==> config.mk <==
export PLATFORM = sky130hd
export DESIGN_NAME = bresenham_line_pixel_writer_unit
export DESIGN_NICKNAME = d
export VERILOG_FILES = /design/src/rtl/bplw_pkg.sv /design/src/rtl/bresenham_line_pixel_writer_unit.sv /design/src/rtl/bplw_cfg_regs.sv /design/src/rtl/bplw_line_walker.sv /design/src/rtl/bplw_pixel_stage.sv
export SDC_FILE = /design/constraint.sdc
export NUM_CORES = 1
export LEC_CHECK = 0
export ABC_CLOCK_PERIOD_IN_PS = 21300
export BUFFER_PORTS_ARGS = -buffer_cell sky130_fd_sc_hd__clkbuf_2
export CAP_MARGIN = 20
export CORE_ASPECT_RATIO = 0.6
export CORE_MARGIN = 3
export CORE_UTILIZATION = 65
export CTS_CLUSTER_DIAMETER = 200
export DETAILED_ROUTE_END_ITERATION = 6
export PLACE_DENSITY = 0.86
export SETUP_SLACK_MARGIN = 0.3
export SLEW_MARGIN = 25
export SYNTH_ARGS = -nofsm -noshare
export SYNTH_HDL_FRONTEND = slang
export SYNTH_SLANG_ARGS = --single-unit
==> constraint.sdc <==
create_clock -name clk -period 21.3 [get_ports clk]
set_input_delay 6.39 -clock clk [delete_from_list [all_inputs] [get_ports clk]]
set_output_delay 6.39 -clock clk [all_outputs]
set_load 0.02 [all_outputs]
==> src/rtl/bplw_pkg.sv <==
// Shared types, constants and helpers for the Bresenham line pixel writer.
`timescale 1ns / 1ps
package bplw_pkg;

  // Default sizing of the coordinate path and the frame address
  localparam int COORD_BITS_DEFAULT = 14;
  localparam int ADDR_BITS_DEFAULT  = 24;

  // Configuration port geometry
  localparam int PADDR_W = 5;
  localparam int PDATA_W = 32;
  localparam int REG_IDX_W = 3;

  // Fixed register field widths
  localparam int FRAME_DIM_W = 13;
  localparam int STRIDE_W    = 14;
  localparam int BASE_W      = 24;
  localparam int FORMAT_W    = 9;
  localparam int LEVEL_W     = 8;
  localparam int WORD_W      = 32;

  // Register indexes (byte address is 4 * index)
  localparam logic [REG_IDX_W-1:0] REG_FRAME_WIDTH  = 3'd0;
  localparam logic [REG_IDX_W-1:0] REG_FRAME_HEIGHT = 3'd1;
  localparam logic [REG_IDX_W-1:0] REG_ROW_STRIDE   = 3'd2;
  localparam logic [REG_IDX_W-1:0] REG_BASE_OFFSET  = 3'd3;
  localparam logic [REG_IDX_W-1:0] REG_RED_FORMAT   = 3'd4;
  localparam logic [REG_IDX_W-1:0] REG_GREEN_FORMAT = 3'd5;
  localparam logic [REG_IDX_W-1:0] REG_BLUE_FORMAT  = 3'd6;

  // Register reset values
  localparam logic [FRAME_DIM_W-1:0] FRAME_WIDTH_RST  = 13'd1024;
  localparam logic [FRAME_DIM_W-1:0] FRAME_HEIGHT_RST = 13'd1024;
  localparam logic [STRIDE_W-1:0]    ROW_STRIDE_RST   = 14'd1024;
  localparam logic [BASE_W-1:0]      BASE_OFFSET_RST  = 24'd0;
  localparam logic [FORMAT_W-1:0]    RED_FORMAT_RST   = 9'd264;
  localparam logic [FORMAT_W-1:0]    GREEN_FORMAT_RST = 9'd136;
  localparam logic [FORMAT_W-1:0]    BLUE_FORMAT_RST  = 9'd8;

  // Operation codes of an input item
  localparam logic OP_START = 1'b0;
  localparam logic OP_STEP  = 1'b1;

  // Widest channel size honored by the color packer
  localparam logic [3:0] CHANNEL_MAX_SIZE = 4'd8;

  // Current configuration as seen by the datapath
  typedef struct packed {
    logic [FRAME_DIM_W-1:0] frame_width;
    logic [FRAME_DIM_W-1:0] frame_height;
    logic [STRIDE_W-1:0]    row_stride;
    logic [BASE_W-1:0]      base_offset;
    logic [FORMAT_W-1:0]    red_format;
    logic [FORMAT_W-1:0]    green_format;
    logic [FORMAT_W-1:0]    blue_format;
  } cfg_t;

  // Walker to output stage control
  typedef struct packed {
    logic emit;
    logic last;
  } pix_ctl_t;

  // Place one 8-bit level into the 32-bit word: keep the top size bits, then shift to offset
  function automatic logic [WORD_W-1:0] pack_channel(input logic [LEVEL_W-1:0] level,
                                                     input logic [FORMAT_W-1:0] fmt);
    logic [3:0]         size;
    logic [4:0]         offset;
    logic [LEVEL_W-1:0] chan;
    size   = (fmt[3:0] > CHANNEL_MAX_SIZE) ? CHANNEL_MAX_SIZE : fmt[3:0];
    offset = fmt[8:4];
    chan   = level >> (CHANNEL_MAX_SIZE - size);
    return {{(WORD_W-LEVEL_W){1'b0}}, chan} << offset;
  endfunction

endpackage

==> src/rtl/bresenham_line_pixel_writer_unit.sv <==
// Top level of the Bresenham line pixel writer.
// One input item is taken every clock unless a pixel sits stalled in the output register. A start
// item loads the endpoints and packs the color and gives no pixel; each step item on an active
// line gives one pixel, registered and shown on the cycle after it is taken, and the walk state is
// ready for the next step at once. The rate is set by the per-step path from the walk registers
// through the y * row_stride multiply and the address add into the output register. A new item
// is taken whenever the output register is empty or is being drained.
`timescale 1ns / 1ps
module bresenham_line_pixel_writer_unit #(
  parameter int COORD_BITS = bplw_pkg::COORD_BITS_DEFAULT,
  parameter int ADDR_BITS  = bplw_pkg::ADDR_BITS_DEFAULT
) (
  input  logic                         clk,
  input  logic                         rst,
  // configuration port
  input  logic                         psel,
  input  logic                         penable,
  input  logic                         pwrite,
  input  logic [bplw_pkg::PADDR_W-1:0] paddr,
  input  logic [bplw_pkg::PDATA_W-1:0] pwdata,
  output logic [bplw_pkg::PDATA_W-1:0] prdata,
  output logic                         pready,
  // input items
  input  logic                         in_valid,
  output logic                         in_ready,
  input  logic                         operation,
  input  logic signed [COORD_BITS-1:0] start_x,
  input  logic signed [COORD_BITS-1:0] start_y,
  input  logic signed [COORD_BITS-1:0] end_x,
  input  logic signed [COORD_BITS-1:0] end_y,
  input  logic [bplw_pkg::LEVEL_W-1:0] red,
  input  logic [bplw_pkg::LEVEL_W-1:0] green,
  input  logic [bplw_pkg::LEVEL_W-1:0] blue,
  // pixel items
  output logic                         out_valid,
  input  logic                         out_ready,
  output logic                         pixel_write,
  output logic [ADDR_BITS-1:0]         pixel_address,
  output logic [bplw_pkg::WORD_W-1:0]  pixel_value,
  output logic                         last_pixel
);
  import bplw_pkg::*;

  cfg_t                  cfg;
  pix_ctl_t              ctl;
  logic [COORD_BITS-1:0] point_x, point_y;
  logic [WORD_W-1:0]     point_color;
  logic                  in_fire;

  // Take an item whenever the output register can accept a pixel
  assign in_ready = !out_valid || out_ready;
  assign in_fire  = in_valid && in_ready;

  bplw_cfg_regs u_cfg (
    .clk     (clk),
    .rst     (rst),
    .psel    (psel),
    .penable (penable),
    .pwrite  (pwrite),
    .paddr   (paddr),
    .pwdata  (pwdata),
    .prdata  (prdata),
    .pready  (pready),
    .cfg     (cfg)
  );

  bplw_line_walker #(
    .COORD_BITS (COORD_BITS)
  ) u_walker (
    .clk         (clk),
    .rst         (rst),
    .in_fire     (in_fire),
    .operation   (operation),
    .start_x     (start_x),
    .start_y     (start_y),
    .end_x       (end_x),
    .end_y       (end_y),
    .red         (red),
    .green       (green),
    .blue        (blue),
    .cfg         (cfg),
    .point_x     (point_x),
    .point_y     (point_y),
    .point_color (point_color),
    .ctl         (ctl)
  );

  bplw_pixel_stage #(
    .COORD_BITS (COORD_BITS),
    .ADDR_BITS  (ADDR_BITS)
  ) u_pixel (
    .clk           (clk),
    .rst           (rst),
    .cfg           (cfg),
    .point_x       (point_x),
    .point_y       (point_y),
    .point_color   (point_color),
    .ctl           (ctl),
    .out_ready     (out_ready),
    .out_valid     (out_valid),
    .pixel_write   (pixel_write),
    .pixel_address (pixel_address),
    .pixel_value   (pixel_value),
    .last_pixel    (last_pixel)
  );

endmodule

==> src/rtl/bplw_cfg_regs.sv <==
// APB-style configuration registers of the line pixel writer.
`timescale 1ns / 1ps
module bplw_cfg_regs (
  input  logic                         clk,
  input  logic                         rst,
  input  logic                         psel,
  input  logic                         penable,
  input  logic                         pwrite,
  input  logic [bplw_pkg::PADDR_W-1:0] paddr,
  input  logic [bplw_pkg::PDATA_W-1:0] pwdata,
  output logic [bplw_pkg::PDATA_W-1:0] prdata,
  output logic                         pready,
  output bplw_pkg::cfg_t               cfg
);
  import bplw_pkg::*;

  cfg_t                 regs;
  logic                 wr_en;
  logic [REG_IDX_W-1:0] idx;

  assign pready = 1'b1;
  assign wr_en  = psel && penable && pwrite;
  assign idx    = paddr[PADDR_W-1:2];
  assign cfg    = regs;

  // Register writes; unknown indexes are dropped
  always_ff @(posedge clk) begin
    if (rst) begin
      regs.frame_width  <= FRAME_WIDTH_RST;
      regs.frame_height <= FRAME_HEIGHT_RST;
      regs.row_stride   <= ROW_STRIDE_RST;
      regs.base_offset  <= BASE_OFFSET_RST;
      regs.red_format   <= RED_FORMAT_RST;
      regs.green_format <= GREEN_FORMAT_RST;
      regs.blue_format  <= BLUE_FORMAT_RST;
    end else if (wr_en) begin
      case (idx)
        REG_FRAME_WIDTH:  regs.frame_width  <= pwdata[FRAME_DIM_W-1:0];
        REG_FRAME_HEIGHT: regs.frame_height <= pwdata[FRAME_DIM_W-1:0];
        REG_ROW_STRIDE:   regs.row_stride   <= pwdata[STRIDE_W-1:0];
        REG_BASE_OFFSET:  regs.base_offset  <= pwdata[BASE_W-1:0];
        REG_RED_FORMAT:   regs.red_format   <= pwdata[FORMAT_W-1:0];
        REG_GREEN_FORMAT: regs.green_format <= pwdata[FORMAT_W-1:0];
        REG_BLUE_FORMAT:  regs.blue_format  <= pwdata[FORMAT_W-1:0];
        default: ;
      endcase
    end
  end

  // Read mux
  always_comb begin
    case (idx)
      REG_FRAME_WIDTH:  prdata = {{(PDATA_W-FRAME_DIM_W){1'b0}}, regs.frame_width};
      REG_FRAME_HEIGHT: prdata = {{(PDATA_W-FRAME_DIM_W){1'b0}}, regs.frame_height};
      REG_ROW_STRIDE:   prdata = {{(PDATA_W-STRIDE_W){1'b0}}, regs.row_stride};
      REG_BASE_OFFSET:  prdata = {{(PDATA_W-BASE_W){1'b0}}, regs.base_offset};
      REG_RED_FORMAT:   prdata = {{(PDATA_W-FORMAT_W){1'b0}}, regs.red_format};
      REG_GREEN_FORMAT: prdata = {{(PDATA_W-FORMAT_W){1'b0}}, regs.green_format};
      REG_BLUE_FORMAT:  prdata = {{(PDATA_W-FORMAT_W){1'b0}}, regs.blue_format};
      default:          prdata = '0;
    endcase
  end

endmodule

==> src/rtl/bplw_line_walker.sv <==
// Line state: endpoint setup on start, one Bresenham step per accepted step item on an active line.
`timescale 1ns / 1ps
module bplw_line_walker #(
  parameter int COORD_BITS = bplw_pkg::COORD_BITS_DEFAULT
) (
  input  logic                                 clk,
  input  logic                                 rst,
  input  logic                                 in_fire,
  input  logic                                 operation,
  input  logic signed [COORD_BITS-1:0]         start_x,
  input  logic signed [COORD_BITS-1:0]         start_y,
  input  logic signed [COORD_BITS-1:0]         end_x,
  input  logic signed [COORD_BITS-1:0]         end_y,
  input  logic [bplw_pkg::LEVEL_W-1:0]         red,
  input  logic [bplw_pkg::LEVEL_W-1:0]         green,
  input  logic [bplw_pkg::LEVEL_W-1:0]         blue,
  input  bplw_pkg::cfg_t                       cfg,
  output logic [COORD_BITS-1:0]                point_x,
  output logic [COORD_BITS-1:0]                point_y,
  output logic [bplw_pkg::WORD_W-1:0]          point_color,
  output bplw_pkg::pix_ctl_t                   ctl
);
  import bplw_pkg::*;

  localparam int ERR_W  = COORD_BITS + 3;
  localparam int LEFT_W = COORD_BITS + 1;

  // Line state
  logic                    line_active;
  logic [COORD_BITS-1:0]   cur_x, cur_y;
  logic signed [ERR_W-1:0] error_term;
  logic [COORD_BITS-1:0]   delta_x, delta_y;
  logic                    x_descending, y_descending, x_is_major;
  logic [LEFT_W-1:0]       pixels_left;
  logic [WORD_W-1:0]       color_word;

  // Start setup
  logic signed [COORD_BITS:0] diff_x, diff_y;
  logic [COORD_BITS-1:0]      abs_x, abs_y, major_len;
  logic                       start_x_major;
  logic [ERR_W-1:0]           err_start;
  logic [LEFT_W-1:0]          left_start;
  logic [WORD_W-1:0]          color_start;

  // Step update
  logic                    is_start, is_step, last;
  logic [ERR_W-1:0]        two_dx, two_dy;
  logic signed [ERR_W-1:0] err_acc, err_next;
  logic                    take_minor;
  logic [COORD_BITS-1:0]   x_stepped, y_stepped, cur_x_next, cur_y_next;

  assign is_start = in_fire && (operation == OP_START);
  assign is_step  = in_fire && (operation == OP_STEP) && line_active;

  // Deltas, directions and color for a new line
  always_comb begin
    diff_x        = {end_x[COORD_BITS-1], end_x} - {start_x[COORD_BITS-1], start_x};
    diff_y        = {end_y[COORD_BITS-1], end_y} - {start_y[COORD_BITS-1], start_y};
    abs_x         = diff_x[COORD_BITS] ? COORD_BITS'(-diff_x) : diff_x[COORD_BITS-1:0];
    abs_y         = diff_y[COORD_BITS] ? COORD_BITS'(-diff_y) : diff_y[COORD_BITS-1:0];
    start_x_major = abs_x > abs_y;
    major_len     = start_x_major ? abs_x : abs_y;
    err_start     = ERR_W'(0) - {3'b000, major_len};
    left_start    = {1'b0, major_len} + LEFT_W'(1);
    color_start   = pack_channel(red, cfg.red_format)
                  | pack_channel(green, cfg.green_format)
                  | pack_channel(blue, cfg.blue_format);
  end

  // One Bresenham step: major axis always moves, minor when the error is not negative
  always_comb begin
    two_dx     = {2'b00, delta_x, 1'b0};
    two_dy     = {2'b00, delta_y, 1'b0};
    err_acc    = error_term + $signed(x_is_major ? two_dy : two_dx);
    take_minor = !err_acc[ERR_W-1];
    err_next   = take_minor ? err_acc - $signed(x_is_major ? two_dx : two_dy) : err_acc;
    x_stepped  = x_descending ? cur_x - COORD_BITS'(1) : cur_x + COORD_BITS'(1);
    y_stepped  = y_descending ? cur_y - COORD_BITS'(1) : cur_y + COORD_BITS'(1);
    cur_x_next = (x_is_major || take_minor) ? x_stepped : cur_x;
    cur_y_next = (!x_is_major || take_minor) ? y_stepped : cur_y;
    last       = pixels_left <= LEFT_W'(1);
  end

  // Control
  always_ff @(posedge clk) begin
    if (rst) begin
      line_active <= 1'b0;
    end else if (is_start) begin
      line_active <= 1'b1;
    end else if (is_step && last) begin
      line_active <= 1'b0;
    end
  end

  // Walk state
  always_ff @(posedge clk) begin
    if (is_start) begin
      cur_x        <= start_x;
      cur_y        <= start_y;
      delta_x      <= abs_x;
      delta_y      <= abs_y;
      x_descending <= !(end_x > start_x);
      y_descending <= !(end_y > start_y);
      x_is_major   <= start_x_major;
      error_term   <= $signed(err_start);
      pixels_left  <= left_start;
      color_word   <= color_start;
    end else if (is_step) begin
      cur_x       <= cur_x_next;
      cur_y       <= cur_y_next;
      error_term  <= err_next;
      pixels_left <= last ? '0 : pixels_left - LEFT_W'(1);
    end
  end

  // The point emitted is the one before the step
  assign point_x     = cur_x;
  assign point_y     = cur_y;
  assign point_color = color_word;
  assign ctl.emit    = is_step;
  assign ctl.last    = last;

endmodule

==> src/rtl/bplw_pixel_stage.sv <==
// Clip test, frame address and the registered pixel output.
`timescale 1ns / 1ps
module bplw_pixel_stage #(
  parameter int COORD_BITS = bplw_pkg::COORD_BITS_DEFAULT,
  parameter int ADDR_BITS  = bplw_pkg::ADDR_BITS_DEFAULT
) (
  input  logic                        clk,
  input  logic                        rst,
  input  bplw_pkg::cfg_t              cfg,
  input  logic [COORD_BITS-1:0]       point_x,
  input  logic [COORD_BITS-1:0]       point_y,
  input  logic [bplw_pkg::WORD_W-1:0] point_color,
  input  bplw_pkg::pix_ctl_t          ctl,
  input  logic                        out_ready,
  output logic                        out_valid,
  output logic                        pixel_write,
  output logic [ADDR_BITS-1:0]        pixel_address,
  output logic [bplw_pkg::WORD_W-1:0] pixel_value,
  output logic                        last_pixel
);
  import bplw_pkg::*;

  localparam int MAG_W  = COORD_BITS - 1;
  localparam int PROD_W = MAG_W + STRIDE_W;
  localparam int SUM_W  = PROD_W + ADDR_BITS + BASE_W;

  logic              x_in, y_in, in_frame;
  logic [PROD_W-1:0] row_off;
  logic [SUM_W-1:0]  addr_sum;
  logic [ADDR_BITS-1:0] addr;

  // Clip: both coordinates non-negative and below the frame size
  always_comb begin
    x_in     = !point_x[COORD_BITS-1] &&
               ({{FRAME_DIM_W{1'b0}}, point_x} < {{COORD_BITS{1'b0}}, cfg.frame_width});
    y_in     = !point_y[COORD_BITS-1] &&
               ({{FRAME_DIM_W{1'b0}}, point_y} < {{COORD_BITS{1'b0}}, cfg.frame_height});
    in_frame = x_in && y_in;
  end

  // base + y * stride + x, kept to the address width
  always_comb begin
    row_off  = PROD_W'(point_y[MAG_W-1:0]) * PROD_W'(cfg.row_stride);
    addr_sum = SUM_W'(cfg.base_offset) + SUM_W'(row_off) + SUM_W'(point_x[MAG_W-1:0]);
    addr     = in_frame ? addr_sum[ADDR_BITS-1:0] : '0;
  end

  // Output valid
  always_ff @(posedge clk) begin
    if (rst) begin
      out_valid <= 1'b0;
    end else if (ctl.emit) begin
      out_valid <= 1'b1;
    end else if (out_ready) begin
      out_valid <= 1'b0;
    end
  end

  // Output payload
  always_ff @(posedge clk) begin
    if (ctl.emit) begin
      pixel_write   <= in_frame;
      pixel_address <= addr;
      pixel_value   <= point_color;
      last_pixel    <= ctl.last;
    end
  end

endmodule

Word level (Yosys, flattened, before mapping)
Index checks and enable logic that the tools add are counted.
{ "totals": {"regBits": 274, "elab_cells": 128} }
{ "op_classes": {"addsub": 18, "n_mul": 1, "order_cmp": 9, "eq_ne": 6, "n_shift": 6, "n_mux": 27, "bitwise": 3, "reduce_logical": 35} }
{ "op_table": {"columns": ["op", "count"], "rows": [
  ["$pmux 24 s7", 1],
  ["$mux 14", 11],
  ["$shl 8x5->32", 3],
  ["$mux 15", 5],
  ["$or 32x32->32", 2],
  ["$mux 17", 3],
  ["$gt 14x14->1", 3],
  ["$sub 14x14->15", 2],
  ["$add 14x1->14 const B", 2],
  ["$lt 14x13->1", 2],
  ["$neg 14->14", 2],
  ["$sub 14x1->14 const B", 2],
  ["$add 24x13->24", 1],
  ["$add 24x24->24", 1],
  ["$mul 13x14->24", 1],
  ["$shr 8x4->8", 3],
  ["$reduce_and 2->1", 9],
  ["$add 17x17->17", 1],
  ["$sub 17x17->17", 1],
  ["$add 14x1->15 const B", 1],
  ["$le 15x1->1 const B", 1],
  ["$sub 1x14->15 const A", 1],
  ["$sub 15x1->15 const B", 1],
  ["$gt 4x4->1 const B", 3],
  ["12 further kinds", 43]
]} }

Longest topological paths before layout
Gate-level depths: netlist of run 1.
{ "logic_depth": {"ltp_word": 8, "mapped_depth": 36} }

Modules after synthesis
A second synthesis of run 1 with hierarchy kept.
{ "hier_totals": {"cells_unflattened": 2978, "hier_area_um2": 27119.8} }
{ "by_module_without_submodules": {"columns": ["mod", "n_inst", "cells_per_inst", "area_per_inst_um2"], "rows": [
  ["bplw_line_walker", 1, 1601, 13553.0],
  ["bplw_pixel_stage", 1, 919, 9133.8],
  ["bplw_cfg_regs", 1, 456, 4410.5],
  ["bresenham_line_pixel_writer_unit", 1, 2, 22.5]
]} }

Least setup slack after synthesis of run 1
No wires, ideal clock.
{ "synth_timing": {"kind": "input-to-output", "from": "input port paddr[2] (netlist bit)", "to": "output port prdata[4] (netlist bit)", "arrival_ps": 8019, "required_ps": 14910, "path_slack_ps": 6891, "cell_stages": 7, "path_buffers": 2, "cell_sequence": "clkbuf_1 -> buf_1 -> mux2_2 -> a22oi_1 -> nor2_1 -> a31oi_1 -> o21ai_0"} }
{ "synth_between": {"elab_chain_len": 2, "elab_cells_between_ends": 8, "cone_classes": "eq/ne: 6; mux: 1; reduce/logical: 1"} }
{ "synth_rtl": {"columns": ["item", "line", "rtl"], "rows": [
  ["start, declared", "bresenham_line_pixel_writer_unit.sv:19", "input logic [bplw_pkg::PADDR_W-1:0] paddr,"],
  ["$eq 3x3->1, or another cell as far along", "bplw_cfg_regs.sv:52", "case (idx)"],
  ["$pmux 24 s7 (*)", "bplw_cfg_regs.sv:52", null],
  ["end, declared", "bresenham_line_pixel_writer_unit.sv:21", "output logic [bplw_pkg::PDATA_W-1:0] prdata,"]
]} }
Mark *: on every way between the ends. The rest lies on a longest branch, timed or not.

Worst setup path in the final report of run 1
{ "layout_timing": {"from": "input port paddr[2] (netlist bit)", "to": "output port prdata[3] (netlist bit)"} }
The elaborated chain is that of the path after synthesis.

==> results of run 1 <==
[area by class of cell]
class / count / area [um2] / area share
clock buffers: 33 / 751 / 0.0264
diodes: 5 / 12.5 / 0.000439
repair buffers: 221 / 1160 / 0.0409
inverters: 351 / 1320 / 0.0464
clock inverters: 15 / 210 / 0.00738
well taps: 522 / 653 / 0.0229
multi-input cells: 2246 / 17100 / 0.600
flip-flops and latches: 273 / 7270 / 0.255
[registers in the layout, summed over array words and instances, names as in the netlist, 14 cells and up]
register	count
u_walker.delta_y	14
u_walker.point_color	32
u_walker.delta_x	14
u_walker.point_y	14
u_cfg.cfg	91
u_walker.error_term	16
u_walker.point_x	14
u_pixel.pixel_address	24
u_pixel.pixel_value	32
u_walker.pixels_left	15
[per-stage QoR]
stage | cells | instance area, um2 | hold slack (ns)
2_1_floorplan | 3002 | 26200 | 0.400
3_3_place_gp | 3613 | 27500 | 0.403
3_5_place_dp | 3613 | 27500 | 0.405
4_1_cts | 3661 | 28500 | 0.408
5_1_grt | 3665 | 28500 | 0.422
6_report | 3666 | 28500 | 0.416
[cells by family after synthesis]
family / Yosys count / share of synthesized area
AO/OA/AOI/OAI: 599 / 0.142
XOR/XNOR: 148 / 0.0503
adder cells (fa/ha/maj): 362 / 0.221
buffers and inverters: 483 / 0.0720
flip-flops: 273 / 0.277
multiplexers: 141 / 0.0607
other: 2 / 0.000287
AND/OR/NAND/NOR: 987 / 0.176
[power by group through the flow]
stage | clock [mW] | sequential [mW] | combinational, mW
global route | 0.555 | 0.714 | 1.48
finish | 0.532 | 0.714 | 1.36
CTS | 0.533 | 0.707 | 1.32
detailed placement | 0 | 0.717 | 1.30
global placement | 0 | 0.713 | 1.23
floorplan | 0 | 0.683 | 0.979
[per-layer routing]
metal	track usage	up-vias	routed length, um
met3	0.112	167	12600
met2	0.533	1575	33200
li1	-	10500	-
met5	0	-	17
met1	0.562	11100	33900
met4	0.0898	2	2280
[worst max-delay path: cells and delay by family]
| family | cells | cell delay, ns |
|---|---|---|
| compound gates | 3 | 0.53 |
| simple gates | 2 | 0.99 |
| buf+inv | 2 | 1.04 |
[cell usage in the layout (no fill, tap or decap), types with 18 or more instances in the layout]
cell       instances
a21o_1            28
a21oi_1          221
a22oi_1           19
a31oi_1           28
and2_1            78
and3_1            22
buf_4             23
clkbuf_16         29
clkbuf_2         198
dfxtp_1           93
edfxtp_1         180
fa_1             169
ha_1             193
inv_1            342
mux2_2            43
mux2i_1           88
nand2_1          422
nand2b_1          32
nand3_1           52
nand4_1           18
nor2_1           195
nor2b_1           36
nor3_1            48
o21ai_0          119
o22ai_1           26
or3_1             25
xnor2_1           95
xor2_1            49
[path summary, 6_finish.rpt]
check / depth (start not counted) / from / slack [ns] / to
max reg2reg: 23 / u_walker.point_y[4] / 13.71 / u_pixel.pixel_address[23]
min reg2reg: 0 / u_walker.point_color[29] / 0.42 / u_pixel.pixel_value[29]
max: 7 / paddr[2] / 5.92 / prdata[3]
min: 0 / u_walker.point_color[29] / 0.42 / u_pixel.pixel_value[29]
==> impl_metrics.csv, run 1 <==
group,metric,value,unit
die,chipHeight,162,um
critical_path,critPathLaunchType,"input port",
critical_path,cp.required,14.91,ns
timing,setup_violations,0,
logic_synthesis,ys_seq_elements,273,
placed_design,place_ws,6.06,ns
placed_design,port_buffers,198,
cells_and_area,n_fill_cell,2882,
critical_path,path_cells,"clkbuf_2 > nor2b_1 > a22oi_1 > nor2_1 > a31oi_1 > o21ai_0 > clkbuf_2",
clock_network,cts_num_sinks,273,
clock_network,numCtsBuffers,27,
logic_synthesis,synthFlopType,"edfxtp_1",
timing,slew_violations,0,
job,max_cap_violations,0,
drt,drtPass1Iterations,6,
critical_path,path_max_fanout,34,
critical_path,cpPeakStageDelay,0.83,ns
logic_synthesis,synth_area_leader_cell,"edfxtp_1",
drt,drc_errors,0,
logic_synthesis,syn_area,26200,um2
grt,grt_max_degree,87,
timing,worst_slack,5.92,ns
cells_and_area,fin_util,0.723,
drt,antenna_left,0,
clock_network,cts_root_buffer,"clkbuf_16",
grt,grt_usage,0.375,
logic_synthesis,synth_common_cells,"nand2_1, inv_1, a21oi_1",
timing,fmax,0.0650,GHz
power,p_seq_frac,0.274,
grt,grt_pass1_wl,125000,um
critical_path,cp_slowest_cell,"nor2b_1",
drt,vias,23400,
critical_path,worstSetupEndpointType,"output port",
power,p_comb_frac,0.523,
power,ir_worst_vdd,0.000201,V
clock_network,htreeDepth,1,
placed_design,routabilityCongestion,1.03,
status,status,"complete, no violations",
power,p_int,1.49,mW
clock_network,cts_tree,"yes",
clock_network,ctsHoldBuffers,0,
die,core_area,39400,um2
logic_synthesis,async_reset_ff_frac,0,
clock_network,clock_path_buffers,3,
timing,finalCritPeriodShare,0.722,
drt,drt_wl_total,82000,um
timing,grt_setup_unrepaired,"no",
power,total_power,2.61,mW
logic_synthesis,netlist_instances,2995,
logic_synthesis,avgSynthCellArea,8.75,um2
cells_and_area,finalNetCount,3607,
drt,dr.first_iter.drc_count,2936,
placed_design,hpwl,64500,um
grt,grt_pass1_vias,22100,
logic_synthesis,seq_area_frac_synth,0.277,
die,row_count,56,
critical_path,criticalPathCategory,"in2out",
critical_path,cp.arrival,8.99,ns
timing,fin_skew,0.0180,ns
grt,antenna_found_initial,5,
cells_and_area,drive_gt1_frac,0.113,
logic_synthesis,synth.top_cell.area_share,0.206,
clock_network,postCtsSetupBuffers,0,
logic_synthesis,yosysMostFrequentCell,"nand2_1",
die,pin_count,218,
timing,tns,0,ns
drt,wl_per_cell,22.4,um
logic_synthesis,synth_cell_types,97,
drt,viasPerCell,6.37,
power,power_frac_clock,0.204,
die,die-area,42800,um2
critical_path,crit_top_cell,"clkbuf_2",
power,switching_share,0.430,
logic_synthesis,ys_warn_count,0,
power,power.leakage,12.1,nW
cells_and_area,area_growth,8.72,%
timing,worstMarginPinSlew,1.12,ns
timing,slew_headroom,0.246,
power,power_density,91.6,nW/um2
timing,hold_viol_final,0,
die,die_width,265,um
clock_network,post_cts_resized,0,
die,start_util,0.665,
timing,period_needed,15.38,ns
worst_hold_path,min_path_type,"reg2reg",
clock_network,clk_pin_slew,0.06,ns
logic_synthesis,synth_area_leaders,"edfxtp_1, fa_1, ha_1",
grt,overflow,0,
power,switchingPower,1.12,mW
clock_network,clk_latency,0.57,ns
logic_synthesis,synth_edf_count,180,
Note: power is estimated with default switching activity, not from simulation.
==> inputs of run 2 (changes only) <==
- ABC_AREA: default -> 1
- ABC_CLOCK_PERIOD_IN_PS: 21300 -> 13900
- CORE_UTILIZATION: 65 -> 56
- PLACE_DENSITY: 0.86 -> 0.78
- clock period: 21.3 -> 13.9 ns (I/O delays scaled with it)
==> run 2 against run 1 <==
Count of clock-buffer cells in the layout rose by 4. First-iteration DRC count down 4.1%. Combinational power up 21%. Final cell count up 17%. Wire length shrank 11%. Global-route usage shrank 8.4 points. Setup slack lost 2.2 ns. Synthesized area is 0.42% higher. Non-clock buffer count is 9 lower. Clock power up 46%. Largest cell class unchanged.
==> impl_metrics.csv, run 2 <==
group,metric,value,unit
logic_synthesis,async_reset_ff_frac,0,
logic_synthesis,seq_area_frac_synth,0.276,
clock_network,cts_root_buffer,"clkbuf_16",
power,power_frac_clock,0.225,
power,switchingPower,1.48,mW
die,pin_count,218,
die,chipHeight,174,um
power,power_density,120,nW/um2
critical_path,cp.arrival,6.01,ns
critical_path,cp.required,9.73,ns
clock_network,clk_latency,0.59,ns
critical_path,worstSetupEndpointType,"output port",
placed_design,port_buffers,198,
grt,grt_pass1_wl,116000,um
clock_network,cts_tree,"yes",
logic_synthesis,synth_area_leaders,"edfxtp_1, fa_1, nand2_1",
timing,fin_skew,0.0131,ns
logic_synthesis,ys_seq_elements,273,
timing,worst_slack,3.72,ns
logic_synthesis,synth_area_leader_cell,"edfxtp_1",
timing,grt_setup_unrepaired,"no",
clock_network,postCtsSetupBuffers,0,
drt,dr.first_iter.drc_count,2815,
status,status,"complete, no violations",
power,p_int,1.97,mW
drt,drtPass1Iterations,7,
timing,setup_violations,0,
timing,worstMarginPinSlew,0.990,ns
power,switching_share,0.428,
logic_synthesis,synth_edf_count,180,
drt,drc_errors,0,
drt,drt_wl_total,72900,um
placed_design,place_ws,3.81,ns
clock_network,htreeDepth,1,
grt,grt_usage,0.292,
logic_synthesis,synth.top_cell.area_share,0.205,
cells_and_area,finalNetCount,4147,
cells_and_area,final_cell_mix,"nand2_1, inv_1, o21ai_0",
power,ir_worst_vdd,0.0000932,V
critical_path,path_max_fanout,9,
drt,vias,23800,
logic_synthesis,syn_area,26300,um2
grt,grt_max_degree,86,
placed_design,routabilityCongestion,0.975,
timing,fmax,0.0982,GHz
cells_and_area,n_fill_cell,4037,
logic_synthesis,synth_cell_types,67,
logic_synthesis,synth_common_cells,"nand2_1, inv_1, o21ai_0",
cells_and_area,largest_reg_flops,91,
drt,wl_per_cell,16.9,um
cells_and_area,area_growth,8.82,%
grt,overflow,0,
worst_hold_path,min_path_type,"reg2reg",
die,die_width,286,um
die,row_count,60,
clock_network,clk_pin_slew,0.06,ns
job,max_cap_violations,0,
timing,slew_violations,0,
logic_synthesis,yosysMostFrequentCell,"nand2_1",
timing,hold_viol_final,0,
timing,slew_headroom,0.340,
grt,grt_pass1_vias,21600,
power,power.leakage,13.9,nW
logic_synthesis,synthFlopType,"edfxtp_1",
power,p_comb_frac,0.475,
clock_network,numCtsBuffers,29,
logic_synthesis,ys_warn_count,0,
logic_synthesis,netlist_instances,3530,
clock_network,post_cts_resized,0,
placed_design,hpwl,57700,um
timing,finalCritPeriodShare,0.733,
cells_and_area,mostFrequentLayoutCell,"nand2_1",
clock_network,clock_path_buffers,3,
critical_path,critPathLaunchType,"input port",
power,p_seq_frac,0.300,
die,core_area,45600,um2
critical_path,criticalPathCategory,"in2out",
logic_synthesis,avgSynthCellArea,7.45,um2
grt,antenna_found_initial,6,
die,die-area,49700,um2
drt,viasPerCell,5.52,
clock_network,cts_num_sinks,273,
timing,tns,0,ns
clock_network,ctsHoldBuffers,0,
timing,period_needed,10.18,ns
power,total_power,3.45,mW
cells_and_area,drive_gt1_frac,0.0970,
drt,antenna_left,0,
die,start_util,0.577,
-- run 2: cell types whose count changed in the layout (fill, tap and decap cells not counted), moves of 32 or more --
cell	previous run	this run
xnor2_1	95	33
nor2_1	195	265
mux2i_1	88	7
nand2_1	422	844
nor3_1	48	14
inv_1	342	607
nor2b_1	36	0
o21ai_0	119	283
mux2_2	43	1
and2_1	78	1
nand2b_1	32	0
nand3_1	52	179
a21oi_1	221	188
-- run 2: final cells by class --
type	count	area (um2)	share of cell area
Antenna cell	1	2.50	0.0000874
Clock buffer	37	797	0.0278
Clock inverter	16	133	0.00463
Inverter	643	2420	0.0845
Multi-Input combinational cell	2501	16100	0.564
Sequential cell	273	7270	0.254
Tap cell	620	776	0.0271
Timing Repair Buffer	212	1100	0.0383
-- run 2: per-stage QoR --
stage / cell area, um2 / utilization / std cells / hold WS (ns)
final: 28600 / 0.628 / 4303 / 0.414
after global routing: 28600 / 0.628 / 4303 / 0.426
after CTS: 28600 / 0.628 / 4302 / 0.416
after detailed placement: 27700 / 0.608 / 4249 / 0.405
after global placement: 27700 / 0.608 / 4249 / 0.402
after floorplan: 26300 / - / 3537 / 0.400
-- run 2: cell families after synthesis --
logic type,synth area share
fa+ha+maj,0.220
xor+xnor,0.0306
simple gates,0.229
flops,0.276
compound gates,0.129
buf+inv,0.112
mux,0.00309
other cells,0.000285
-- run 2: final timing paths --
kind / slack [ns] / cells after the start / to / start
max: 3.72 / 8 / prdata[1] / paddr[4]
min: 0.41 / 0 / u_pixel.pixel_value[21] / u_walker.point_color[21]
max reg2reg: 6.73 / 29 / u_pixel.pixel_address[23] / u_walker.point_y[1]
min reg2reg: 0.41 / 0 / u_pixel.pixel_value[21] / u_walker.point_color[21]
-- run 2: power groups by stage --
| stage | Combinational, mW | Sequential (mW) | Clock (mW) |
|---|---|---|---|
| 2_1_floorplan | 1.27 | 1.01 | 0 |
| 3_3_place_gp | 1.56 | 1.04 | 0 |
| 3_5_place_dp | 1.59 | 1.05 | 0 |
| 4_1_cts | 1.61 | 1.03 | 0.789 |
| 5_1_grt | 1.85 | 1.04 | 0.821 |
| 6_report | 1.64 | 1.03 | 0.777 |
-- run 2: per-layer routing --
layer  GRT usage  up-vias  part of all wire
met5      0.0106        -            0.0018
met4      0.0698       10             0.026
met3      0.0861      127              0.14
met2       0.399     1213              0.38
met1       0.446    10800              0.45
li1            -    11600                 -
-- run 2: worst max-delay path, stage by stage --
cell and delay (ns):
clkbuf_2 0.14, inv_1 0.09, nor3_1 0.45, clkinv_1 0.38, o221ai_1 0.31, a221oi_1 0.10
o221ai_1 0.15, clkbuf_2 0.22
